File: src/rtl/ccid_pkg.sv
package ccid_pkg;

    localparam int HDR_BYTES      = 10;
    localparam int PARAM_DEPTH    = 7;
    localparam int CNT_W          = 10;
    localparam int MAX_MSG_BYTES  = 512;
    localparam int QUEUE_DEPTH    = 2;

    // Request types
    localparam logic [7:0] MSG_SET_PARAMS   = 8'h61;
    localparam logic [7:0] MSG_POWER_ON     = 8'h62;
    localparam logic [7:0] MSG_GET_PARAMS   = 8'h6C;
    localparam logic [7:0] MSG_RESET_PARAMS = 8'h6D;
    localparam logic [7:0] MSG_XFR_BLOCK    = 8'h6F;

    // Response types
    localparam logic [7:0] RSP_DATA_BLOCK   = 8'h80;
    localparam logic [7:0] RSP_SLOT_STATUS  = 8'h81;
    localparam logic [7:0] RSP_PARAMS       = 8'h82;

    localparam logic [7:0] PROTO_T1         = 8'h01;

    localparam logic [PARAM_DEPTH-1:0][7:0] DEFAULT_T1 =
        {8'h00, 8'hFE, 8'h00, 8'h45, 8'h00, 8'h10, 8'h11};
    localparam logic [PARAM_DEPTH-1:0][7:0] XFR_PAYLOAD =
        {8'h00, 8'h00, 8'h00, 8'h00, 8'h00, 8'h00, 8'h6F};

    // Everything the back end needs to stream one response
    typedef struct packed {
        logic [7:0]                   kind;
        logic [7:0]                   seq;
        logic [7:0]                   last_hdr;
        logic [2:0]                   pay_cnt;
        logic [PARAM_DEPTH-1:0][7:0]  payload;
    } t_resp_desc;

endpackage

File: src/rtl/ccid_front.sv
module ccid_front #(
    parameter int MAX_MSG_BYTES = ccid_pkg::MAX_MSG_BYTES
) (
    input  logic                 i_clk,
    input  logic                 i_rst_n,
    input  logic                 i_valid,
    output logic                 o_ready,
    input  logic [7:0]           i_host_byte,
    input  logic                 i_q_full,
    output logic                 o_push,
    output ccid_pkg::t_resp_desc o_desc
);

    localparam logic [31:0] LenLimit = 32'(MAX_MSG_BYTES - ccid_pkg::HDR_BYTES);
    localparam logic [ccid_pkg::CNT_W-1:0] HdrCnt = ccid_pkg::CNT_W'(ccid_pkg::HDR_BYTES);
    localparam logic [ccid_pkg::CNT_W-1:0] PayEnd =
        ccid_pkg::CNT_W'(ccid_pkg::HDR_BYTES + ccid_pkg::PARAM_DEPTH);

    logic [ccid_pkg::CNT_W-1:0] r_byte_count, n_byte_count;
    logic [7:0]                 r_msg_type, n_msg_type;
    logic [31:0]                r_len, n_len;
    logic [7:0]                 r_seq, n_seq;
    logic [7:0]                 r_proto, n_proto;
    logic [ccid_pkg::PARAM_DEPTH-1:0][7:0] r_param, n_param;

    logic                       accept;
    logic [ccid_pkg::CNT_W-1:0] cnt;
    logic [ccid_pkg::CNT_W-1:0] pay_off;
    logic [ccid_pkg::CNT_W:0]   expected;
    logic                       hdr_done;
    logic                       drop;
    logic                       complete;
    logic [2:0]                 np;

    assign o_ready = !i_q_full;
    assign accept  = i_valid && o_ready;
    assign cnt     = r_byte_count + 1'b1;
    assign pay_off = r_byte_count - HdrCnt;

    always_comb begin
        n_msg_type = r_msg_type;
        n_len      = r_len;
        n_seq      = r_seq;
        n_proto    = r_proto;
        n_param    = r_param;
        case (r_byte_count)
            10'd0: n_msg_type = i_host_byte;
            10'd1: n_len[7:0]   = i_host_byte;
            10'd2: n_len[15:8]  = i_host_byte;
            10'd3: n_len[23:16] = i_host_byte;
            10'd4: n_len[31:24] = i_host_byte;
            10'd6: n_seq   = i_host_byte;
            10'd7: n_proto = i_host_byte;
            default: begin
                if (r_byte_count >= HdrCnt && r_byte_count < PayEnd) begin
                    n_param[pay_off[2:0]] = i_host_byte;
                end
            end
        endcase
    end

    // Length is whole once the header is in, so it is checked against the limit here
    assign hdr_done = cnt >= HdrCnt;
    assign drop     = hdr_done && (n_len > LenLimit);
    assign expected = (ccid_pkg::CNT_W+1)'(ccid_pkg::HDR_BYTES)
                    + {1'b0, n_len[ccid_pkg::CNT_W-1:0]};
    assign complete = hdr_done && !drop && ({1'b0, cnt} >= expected);

    always_comb begin
        if (drop || complete) begin
            n_byte_count = '0;
        end else begin
            n_byte_count = cnt;
        end
    end

    assign np = (n_len[7:3] != 5'd0) ? 3'(ccid_pkg::PARAM_DEPTH) : n_len[2:0];

    always_comb begin
        o_desc.seq      = n_seq;
        o_desc.kind     = ccid_pkg::RSP_SLOT_STATUS;
        o_desc.last_hdr = 8'h00;
        o_desc.pay_cnt  = 3'd0;
        o_desc.payload  = n_param;
        case (n_msg_type)
            ccid_pkg::MSG_POWER_ON: begin
                o_desc.kind = ccid_pkg::RSP_DATA_BLOCK;
            end
            ccid_pkg::MSG_XFR_BLOCK: begin
                o_desc.kind    = ccid_pkg::RSP_DATA_BLOCK;
                o_desc.pay_cnt = 3'd2;
                o_desc.payload = ccid_pkg::XFR_PAYLOAD;
            end
            ccid_pkg::MSG_SET_PARAMS: begin
                o_desc.kind     = ccid_pkg::RSP_PARAMS;
                o_desc.last_hdr = ccid_pkg::PROTO_T1;
                o_desc.pay_cnt  = 3'(ccid_pkg::PARAM_DEPTH);
                if (np != 3'd0) begin
                    o_desc.pay_cnt = np;
                    if (n_proto != 8'h00) begin
                        o_desc.last_hdr = n_proto;
                    end
                end else begin
                    o_desc.payload = ccid_pkg::DEFAULT_T1;
                end
            end
            ccid_pkg::MSG_GET_PARAMS, ccid_pkg::MSG_RESET_PARAMS: begin
                o_desc.kind     = ccid_pkg::RSP_PARAMS;
                o_desc.last_hdr = ccid_pkg::PROTO_T1;
                o_desc.pay_cnt  = 3'(ccid_pkg::PARAM_DEPTH);
                o_desc.payload  = ccid_pkg::DEFAULT_T1;
            end
            default: begin
                o_desc.kind = ccid_pkg::RSP_SLOT_STATUS;
            end
        endcase
    end

    assign o_push = accept && complete;

    always_ff @(posedge i_clk) begin
        if (!i_rst_n) begin
            r_byte_count <= '0;
            r_msg_type   <= '0;
            r_len        <= '0;
            r_seq        <= '0;
            r_proto      <= '0;
        end else if (accept) begin
            r_byte_count <= n_byte_count;
            r_msg_type   <= n_msg_type;
            r_len        <= n_len;
            r_seq        <= n_seq;
            r_proto      <= n_proto;
        end
    end

    always_ff @(posedge i_clk) begin
        if (accept) begin
            r_param <= n_param;
        end
    end

endmodule

File: src/rtl/ccid_queue.sv
module ccid_queue (
    input  logic                 i_clk,
    input  logic                 i_rst_n,
    input  logic                 i_push,
    input  ccid_pkg::t_resp_desc i_desc,
    output logic                 o_full,
    input  logic                 i_pop,
    output logic                 o_valid,
    output ccid_pkg::t_resp_desc o_desc
);

    localparam int PtrW = (ccid_pkg::QUEUE_DEPTH > 1) ? $clog2(ccid_pkg::QUEUE_DEPTH) : 1;
    localparam int CntW = $clog2(ccid_pkg::QUEUE_DEPTH + 1);
    localparam logic [CntW-1:0] Depth = CntW'(ccid_pkg::QUEUE_DEPTH);
    localparam logic [PtrW-1:0] LastPtr = PtrW'(ccid_pkg::QUEUE_DEPTH - 1);

    ccid_pkg::t_resp_desc r_mem [ccid_pkg::QUEUE_DEPTH];
    logic [PtrW-1:0] r_wr_ptr, r_rd_ptr;
    logic [CntW-1:0] r_count;

    assign o_full  = (r_count == Depth);
    assign o_valid = (r_count != '0);
    assign o_desc  = r_mem[r_rd_ptr];

    always_ff @(posedge i_clk) begin
        if (i_push) begin
            r_mem[r_wr_ptr] <= i_desc;
        end
    end

    always_ff @(posedge i_clk) begin
        if (!i_rst_n) begin
            r_wr_ptr <= '0;
            r_rd_ptr <= '0;
            r_count  <= '0;
        end else begin
            if (i_push) begin
                r_wr_ptr <= (r_wr_ptr == LastPtr) ? '0 : r_wr_ptr + 1'b1;
            end
            if (i_pop) begin
                r_rd_ptr <= (r_rd_ptr == LastPtr) ? '0 : r_rd_ptr + 1'b1;
            end
            case ({i_push, i_pop})
                2'b10:   r_count <= r_count + 1'b1;
                2'b01:   r_count <= r_count - 1'b1;
                default: r_count <= r_count;
            endcase
        end
    end

`ifndef ASSERT_OFF
    a_no_push_full: assert property (@(posedge i_clk) disable iff (!i_rst_n)
        !(i_push && o_full))
        else $error("response queue written while full");
    a_no_pop_empty: assert property (@(posedge i_clk) disable iff (!i_rst_n)
        !(i_pop && !o_valid))
        else $error("response queue read while empty");
    a_count_bound: assert property (@(posedge i_clk) disable iff (!i_rst_n)
        (r_count <= Depth) && ((r_count == '0) == (r_wr_ptr == r_rd_ptr) || o_full))
        else $error("response queue count out of step with pointers");
`endif

endmodule

File: src/rtl/ccid_back.sv
module ccid_back (
    input  logic                 i_clk,
    input  logic                 i_rst_n,
    input  logic                 i_q_valid,
    input  ccid_pkg::t_resp_desc i_desc,
    output logic                 o_pop,
    output logic                 o_valid,
    input  logic                 i_ready,
    output logic [7:0]           o_resp_byte,
    output logic                 o_resp_last
);

    logic [4:0] r_k;
    logic       r_valid;
    logic [7:0] r_byte;
    logic       r_last;

    logic       load;
    logic       is_last;
    logic [4:0] last_idx;
    logic [4:0] pay_off;
    logic [7:0] cur_byte;

    assign load     = i_q_valid && (!r_valid || i_ready);
    assign last_idx = 5'(ccid_pkg::HDR_BYTES - 1) + {2'b00, i_desc.pay_cnt};
    assign is_last  = (r_k == last_idx);
    assign pay_off  = r_k - 5'(ccid_pkg::HDR_BYTES);

    always_comb begin
        case (r_k)
            5'd0:    cur_byte = i_desc.kind;
            5'd1:    cur_byte = {5'b00000, i_desc.pay_cnt};
            5'd6:    cur_byte = i_desc.seq;
            5'd9:    cur_byte = i_desc.last_hdr;
            default: begin
                if (r_k >= 5'(ccid_pkg::HDR_BYTES)) begin
                    cur_byte = i_desc.payload[pay_off[2:0]];
                end else begin
                    cur_byte = 8'h00;
                end
            end
        endcase
    end

    // Release the queue entry as its final byte moves to the output register
    assign o_pop = load && is_last;

    always_ff @(posedge i_clk) begin
        if (!i_rst_n) begin
            r_k     <= '0;
            r_valid <= 1'b0;
        end else begin
            if (load) begin
                r_k     <= is_last ? 5'd0 : r_k + 1'b1;
                r_valid <= 1'b1;
            end else if (i_ready) begin
                r_valid <= 1'b0;
            end
        end
    end

    always_ff @(posedge i_clk) begin
        if (load) begin
            r_byte <= cur_byte;
            r_last <= is_last;
        end
    end

    assign o_valid     = r_valid;
    assign o_resp_byte = r_byte;
    assign o_resp_last = r_last;

`ifndef ASSERT_OFF
    a_k_bound: assert property (@(posedge i_clk) disable iff (!i_rst_n)
        i_q_valid |-> (r_k <= last_idx))
        else $error("byte index past end of response");
    a_k_wrap: assert property (@(posedge i_clk) disable iff (!i_rst_n)
        (load && is_last) |=> (r_k == 5'd0))
        else $error("byte index not cleared after final byte");
    a_k_step: assert property (@(posedge i_clk) disable iff (!i_rst_n)
        (load && !is_last) |=> (r_k == $past(r_k) + 5'd1) && !o_resp_last)
        else $error("byte index skipped or early final byte");
`endif

endmodule

File: src/rtl/ccid_message_deframer_responder.sv
// CCID bulk message deframer and responder.
// Input channel: one host-to-reader byte per request on i_host_byte, handshake
// i_valid / o_ready. Output channel: one response byte per request on
// o_resp_byte with o_resp_last on the final byte, handshake o_valid / i_ready.
// The front end parses the 10-byte header and up to 7 payload bytes and, on
// the last byte of a message, writes a response descriptor into a two-entry
// queue. The back end streams each descriptor out as 10 to 17 bytes.
// Input takes one byte per cycle while the queue has room. Output gives one
// byte per cycle while i_ready is high; the first response byte passes the
// queue and the output register after the message's final byte is accepted.
// Short messages are limited by the output side: a response holds the back
// end until its last byte is out, and o_ready drops while two responses wait.
// Oversized messages are dropped without a response and parsing restarts on
// the next byte.
// Reset clears the byte counter, header fields, queue and output register.
// A stalled receiver holds the current output byte; the queue then fills and
// the input side stalls in turn.
module ccid_message_deframer_responder #(
    parameter int MAX_MSG_BYTES = ccid_pkg::MAX_MSG_BYTES
) (
    input  logic       i_clk,
    input  logic       i_rst_n,
    input  logic       i_valid,
    output logic       o_ready,
    input  logic [7:0] i_host_byte,
    output logic       o_valid,
    input  logic       i_ready,
    output logic [7:0] o_resp_byte,
    output logic       o_resp_last
);

    ccid_pkg::t_resp_desc push_desc;
    ccid_pkg::t_resp_desc head_desc;
    logic                 push;
    logic                 q_full;
    logic                 q_valid;
    logic                 pop;

    ccid_front #(
        .MAX_MSG_BYTES(MAX_MSG_BYTES)
    ) u_front (
        .i_clk       (i_clk),
        .i_rst_n     (i_rst_n),
        .i_valid     (i_valid),
        .o_ready     (o_ready),
        .i_host_byte (i_host_byte),
        .i_q_full    (q_full),
        .o_push      (push),
        .o_desc      (push_desc)
    );

    ccid_queue u_queue (
        .i_clk   (i_clk),
        .i_rst_n (i_rst_n),
        .i_push  (push),
        .i_desc  (push_desc),
        .o_full  (q_full),
        .i_pop   (pop),
        .o_valid (q_valid),
        .o_desc  (head_desc)
    );

    ccid_back u_back (
        .i_clk       (i_clk),
        .i_rst_n     (i_rst_n),
        .i_q_valid   (q_valid),
        .i_desc      (head_desc),
        .o_pop       (pop),
        .o_valid     (o_valid),
        .i_ready     (i_ready),
        .o_resp_byte (o_resp_byte),
        .o_resp_last (o_resp_last)
    );

endmodule

File: config.mk
export PLATFORM = sky130hd
export DESIGN_NAME = ccid_message_deframer_responder
export DESIGN_NICKNAME = d
export VERILOG_FILES = /design/src/rtl/ccid_pkg.sv /design/src/rtl/ccid_front.sv /design/src/rtl/ccid_queue.sv /design/src/rtl/ccid_back.sv /design/src/rtl/ccid_message_deframer_responder.sv
export SDC_FILE = /design/constraint.sdc
export NUM_CORES = 1
export LEC_CHECK = 0
export BUFFER_PORTS_ARGS = -buffer_cell sky130_fd_sc_hd__buf_2
export CAP_MARGIN = 20
export CORE_MARGIN = 2
export CORE_UTILIZATION = 68
export DETAILED_ROUTE_END_ITERATION = 10
export PLACE_DENSITY_LB_ADDON = 0.25
export SETUP_SLACK_MARGIN = 0.15
export SLEW_MARGIN = 10
export SYNTH_ARGS = -nofsm -noshare
export SYNTH_HDL_FRONTEND = slang
export SYNTH_SLANG_ARGS = --single-unit
File: constraint.sdc
create_clock -name i_clk -period 18.8 [get_ports i_clk]
set_clock_uncertainty 0.2 [all_clocks]
set_input_delay 3.76 -clock i_clk [delete_from_list [all_inputs] [get_ports i_clk]]
set_output_delay 3.76 -clock i_clk [all_outputs]
set_load 0.005 [all_outputs]
==> After elaboration in Yosys (flattened, before gate mapping) <==
Memory sizes are Yosys's and may differ from the RTL's. A register that Yosys moved wholly into a read port is not among the register bits.
Index checks and enable logic that the tools add are counted.
{ "totals": {"register_bits": 141, "ram_bits": 154, "input_bits": 12, "word_cells": 117, "n_memories": 1} }
{ "op_classes": {"addsub": 10, "n_lt_le_gt_ge": 9, "n_eq_ne": 18, "n_mux": 34, "reduce_logical": 26} }
{ "mem_list": {"columns": ["name", "words", "width", "read_ports", "rd_clocked_by_memory_dff", "write_ports", "line_no", "source"], "rows": [
  ["u_queue.r_mem", 2, 77, 1, 1, 1, "ccid_queue.sv:17", "ccid_pkg::t_resp_desc r_mem [ccid_pkg::QUEUE_DEPTH];"]
]} }
{ "op_table": {"columns": ["op", "n"], "rows": [
  ["$pmux W59 S3", 1],
  ["$mux W56", 3],
  ["$mux W8", 11],
  ["$bwmux W56", 1],
  ["$eq A8 B7 Y1 const B", 5],
  ["$gt A32 B9 Y1 const B", 1],
  ["$pmux W8 S4", 1],
  ["$eq A10 B3 Y1 const B", 3],
  ["$bmux W8 S3", 1],
  ["$demux W8 S3", 1],
  ["$eq A10 B2 Y1 const B", 2],
  ["$ge A10 B4 Y1 const B", 2],
  ["$pmux W8 S2", 1],
  ["$add A4 B10 Y11 const A", 1],
  ["$ge A10 B11 Y1", 1],
  ["$mux W11", 1],
  ["$add A10 B1 Y10 const B", 1],
  ["$eq A10 B1 Y1 const B", 1],
  ["$logic_not A10 Y1", 1],
  ["$lt A10 B5 Y1 const B", 1],
  ["$mux W10", 1],
  ["$logic_and A1 B1 Y1", 9],
  ["$lt A3 B4 Y1 const B", 2],
  ["$mux W1", 8],
  ["other kinds (27)", 37]
]} }

==> Longest topological paths before layout <==
{ "logic_depth": {"word_depth": 10, "ltp_mapped": 22} }

==> Hierarchy <==
Synthesis repeated with hierarchy kept, for this count alone.
{ "hier_totals": {"cells_unflattened": 1159, "area_unflattened_um2": 14824.2} }
{ "modules_own_cells": {"columns": ["mod", "n_inst", "cells_per_inst", "area_per_inst_um2", "seq_area_each_um2"], "rows": [
  ["ccid_front", 1, 747, 7189.4, 3002.9],
  ["ccid_queue", 1, 280, 6200.9, 5084.9],
  ["ccid_back", 1, 132, 1433.9, 390.4]
]} }

==> Worst setup path before layout <==
OpenSTA, ideal clock, no wires.
{ "synth_path": {"kind": "input to register", "startpoint": "in i_host_byte[1]", "endpoint": "mem u_queue.r_mem[0][0] (netlist name), enable pin", "setup_time_ns": 0.513, "t_arrival_ns": 9.722, "required_ns": 18.087, "setup_slack_ns": 8.365, "stages": 16, "path_buffers": 2, "cell_sequence": "clkbuf_1 clkbuf_1 mux2_2 ha_1 inv_1 nand2_1 nand2_1 xnor2_1 mux2i_1 ha_1 and3_1 o2111ai_1 a31o_2 a22o_1 or4_1 nor2_1"} }
{ "synth_between": {"elab_chain_len": 9, "word_cells_on_any_way": 14, "cone_classes": "add/sub: 1; order compare: 2; mux: 6; reduce/logical: 5"} }
{ "synth_lines": {"columns": ["item", "line_no", "source"], "rows": [
  ["from (decl)", "ccid_message_deframer_responder.sv:25", "input logic [7:0] i_host_byte,"],
  ["$mux W8 (*)", "ccid_front.sv:46", "case (r_byte_count)"],
  ["net u_front.n_len[1]", "ccid_front.sv:21", "logic [31:0] r_len, n_len;"],
  ["parallel branches: the longest is 4 deep, another holds $add A4 B10 Y11", null, null],
  ["$logic_and A1 B1 Y1 (*)", "ccid_front.sv:67", "assign complete = hdr_done && !drop && ({1'b0, cnt} >= expected);"],
  ["$logic_and A1 B1 Y1 (*)", "ccid_front.sv:119", "assign o_push = accept && complete;"],
  ["$mux W1 (*)", "ccid_queue.sv:26", "if (i_push) begin"],
  ["$mux W1 (not written as such) (*)", "ccid_queue.sv:27", "r_mem[r_wr_ptr] <= i_desc;"],
  ["to (decl)", "ccid_queue.sv:17", null]
]} }
Mark *: on every way through the listed nets, which the timed path passes.

==> Final worst setup path <==
{ "layout_path": {"startpoint": "in i_host_byte[1]", "endpoint": "mem u_queue.r_mem[0][21] (netlist name), enable pin"} }
The elaborated chain is that of the path after synthesis.

==> flow_summary.ini <==
[global_route]
globalRouteOverflowTotal = 0
grt_pass1_wl_um = 51200
number_of_global_route_vias_before_repair = 9283
grt_start_max_net_pins = 78
globalRouteTotalUtil_pct = 30.4
antenna_found_initial = 0

[sta]
rsz_0062_raised_after_global_routing = no
achievable-frequency_ghz = 0.119
timing_worst_slew_pin_value_ns = 1.07
setup-tns-final_ns = 0
report.final.slew_viol_count = 0
fin_crit_sh_pct = 44.9
final_hold_violation_count = 0
slew-limit-headroom_pct = 28.5
period_needed_ns = 8.44
setup_viol = 0

[floorplanning]
row_count = 52
die-width_um = 147
pin_count = 23
floorplan.core_area_um2 = 20200
initial_utilization_pct = 68.9
die_height_um = 147
floorplan.die_area_um2 = 21600

[worst_hold_path]
holdCritPathClass = reg -> reg

[yosys]
async_reset_ff_share_pct = 0
synth_sequential_area_ratio_pct = 58.4
largest_family_of_logic_cells_by_synthesized_area = multiplexers
yosys.cell_types.count = 62
basic_gate_share_of_the_synthesized_area_counting_and_or_nand_and_nor_cells_pct = 12.4
synthesis.area_per_instance_um2 = 12.0
syn-cell-area_um2 = 13900
postSynthNetCount = 1192
synthCells = 1154
post-synth-top-area-cell = sky130_fd_sc_hd__edfxtp_1
synth_largest_type_area_fraction_pct = 47.3
synth_xor_area_share_pct = 1.83
yosys-mux-area-fraction_pct = 14.2
compound_gate_fraction_of_synth_area_pct = 7.95
synth_fa_ha_area_share_pct = 2.34
synth.ff_latch_count = 296
synth_ff_type = sky130_fd_sc_hd__edfxtp_1
synth-edff-count = 219
synthTopCellsByArea = sky130_fd_sc_hd__edfxtp_1 47%, sky130_fd_sc_hd__dfxtp_1 11%, sky130_fd_sc_hd__mux2i_1 6.1%, sky130_fd_sc_hd__mux2_2 4.9%, sky130_fd_sc_hd__mux4_2 3.2%
count_of_warnings_emitted_by_yosys = 0

[outcome]
run_status = completed

[clocking]
cts_setup_buffers = 0
cts.sinks = 296
cts-buffers-inserted = 30
cts.reportedPaths.clkPinSlew_ns = 0.06
ctsHoldBuffers = 0
cts-root-buf = sky130_fd_sc_hd__clkbuf_16
cts_tree = yes
clk_latency_ns = 0.56
clock_path_buffers = 3
cts_max_level = 1
cts_resized = 0

[drt]
wire_per_inst_um = 22.2
antenna_left = 0
wirelength_um = 32100
drt_first_pass_iters = 5
routed-via-count = 9229
drc = 0
drt-vias-per-instance = 6.36
drtIter0Drc = 969

[final_layout]
fill_cells = 1274
multi_input_comb_area_um2 = 5410
nNetsFinal = 1194
final-seq-area_um2 = 8120
syn2layout_area_growth_pct = 10.1
antenna_cells_inserted = 0
drive_gt1_share_pct = 15.9

[critical_path]
crit_path_max_fanout = 47
crit_path_top_delay_cell = sky130_fd_sc_hd__nor2_4
cp_data_arrival_time_ns = 8.43
critical-path-top-cell-by-count = sky130_fd_sc_hd__ha_1
crit_required_ns = 18.79
sequence_of_cells_on_the_critical_path = buf_2, mux2_2, ha_1, inv_1, a21oi_1, nand2_1, xnor2_1, mux2i_1, ha_1, o211ai_1, a31o_2, a22o_1, or4_1, nor2_4, buf_4
critical_path_class = in -> reg
critPathMaxStageDelay_ns = 0.79
register_to_register_path_setup_slack_ns = 12.54
critPathCaptureType = flip-flop
critPathLaunchType = input pin

[power]
power.density_cell_area_nw_per_um2 = 102
vdd_drop_max_mv = 0.0819
cellLeakagePower_nw = 5.31
report.power.total_mw = 1.55

[placed_design]
finalWeightedCongestion = 0.865
port_buffers = 22
detailedPlacementHpwl_um = 18900

[flow_run]
maxcap_viol_count = 0
## area by class of cell
class,count,area share [%]
Sequential cell,296,53.1
Multi-Input combinational cell,754,35.4
Clock buffer,37,5.34
Tap cell,270,2.21
Timing Repair Buffer,39,1.59
Clock inverter,19,1.52
Inverter,35,0.859
## routing by layer
metal | track usage (%) | wire (um)
met1 | 42.4 | 13400
met2 | 49.1 | 15300
met3 | 4.60 | 2320
met4 | 11.7 | 1100
met5 | 0 | 0
## per-stage QoR
step	cells	hold WS [ns]	util, %	instance area, um^2	setup WS, ns
after floorplan	1154	0.231	-	13900	8.36
after global placement	1391	0.240	70.5	14200	9.90
after detailed placement	1393	0.246	70.6	14200	9.85
after CTS	1449	0.278	75.8	15300	10.44
after global routing	1450	0.310	75.8	15300	10.06
final	1450	0.278	75.8	15300	10.36
## placed cells by master, fill, tap and decap left out, types with 15 or more instances in the layout
cell type                   Yosys  layout
sky130_fd_sc_hd__edfxtp_1     219     219
sky130_fd_sc_hd__mux2i_1       84      84
sky130_fd_sc_hd__nor2_1       106     104
sky130_fd_sc_hd__ha_1          26      26
sky130_fd_sc_hd__nor2b_1       45      45
sky130_fd_sc_hd__mux4_2        20      20
sky130_fd_sc_hd__a21oi_1       65      65
sky130_fd_sc_hd__xnor2_1       15      15
sky130_fd_sc_hd__clkbuf_16      0      30
sky130_fd_sc_hd__mux2_2        60      60
sky130_fd_sc_hd__buf_2          1      22
sky130_fd_sc_hd__nand2_1       87      87
sky130_fd_sc_hd__o21ai_0       41      41
sky130_fd_sc_hd__nor3_1        41      39
sky130_fd_sc_hd__dfxtp_1       77      76
sky130_fd_sc_hd__inv_1         34      33
sky130_fd_sc_hd__nand3_1       22      22
## logic make-up (layout without fill, tap and decap cells)
kind of cell    Yosys count  in the layout
flops                   296            296
fa+ha+maj                26             26
xor+xnor                 29             29
simple gates            358            358
compound gates          177            177
buf+inv                 104            130
mux                     164            164
## synth_stat cells (all sizes together) (5+ instances only)
library cell / count
mux4: 20
nor2b: 45
o211ai: 7
xnor2: 15
a21oi: 65
a31oi: 7
a21o: 5
nand2b: 9
or3: 8
or4: 7
dfxtp: 77
mux2i: 84
nand4: 9
nand3: 22
clkbuf: 60
nand2: 87
buf: 9
nor3: 42
o22ai: 5
nor2: 106
edfxtp: 219
xor2: 14
inv: 34
ha: 26
mux2: 60
o21ai: 41
nor4: 7
## path summary, 6_finish.rpt
check	endpoint	from	cells past startpoint
setup / recovery	u_queue.r_mem[0][21]	i_host_byte[1]	15
hold / removal	u_front.r_msg_type[6]	u_front.r_msg_type[6]	2
setup reg to reg	u_queue.r_mem[0][21]	u_front.r_byte_count[4]	18
hold reg to reg	u_front.r_msg_type[6]	u_front.r_msg_type[6]	2
## critical path: cells and delay by family
kind	cells	cell delay [ns]
adder cells (fa/ha/maj)	2	0.47
AO/OA/AOI/OAI	4	0.82
XOR/XNOR	1	0.16
AND/OR/NAND/NOR	3	1.47
multiplexers	2	0.41
buffers and inverters	3	1.23
## registers in the layout, indices dropped and copies added, names as in the netlist, named ones only
register	flops
u_back.o_resp_last	1
u_back.o_resp_byte	8
u_queue.r_wr_ptr	1
u_front.r_seq	8
u_queue.r_count	2
u_queue.r_rd_ptr	1
u_front.r_msg_type	8
u_front.r_proto	8
u_front.r_byte_count	10
u_front.r_len	32
u_back.r_k	5
u_back.o_valid	1
u_front.r_param	56
u_queue.r_mem	154
## where the power goes
part	internal, mW	leakage (nW)	switching (mW)	total, mW
Combinational	0.0704	2.12	0.117	0.187
Clock	0.377	0.524	0.252	0.629
Sequential	0.720	2.67	0.0176	0.737
Total	1.17	5.31	0.386	1.55
Note: power is estimated with default switching activity, not from simulation.
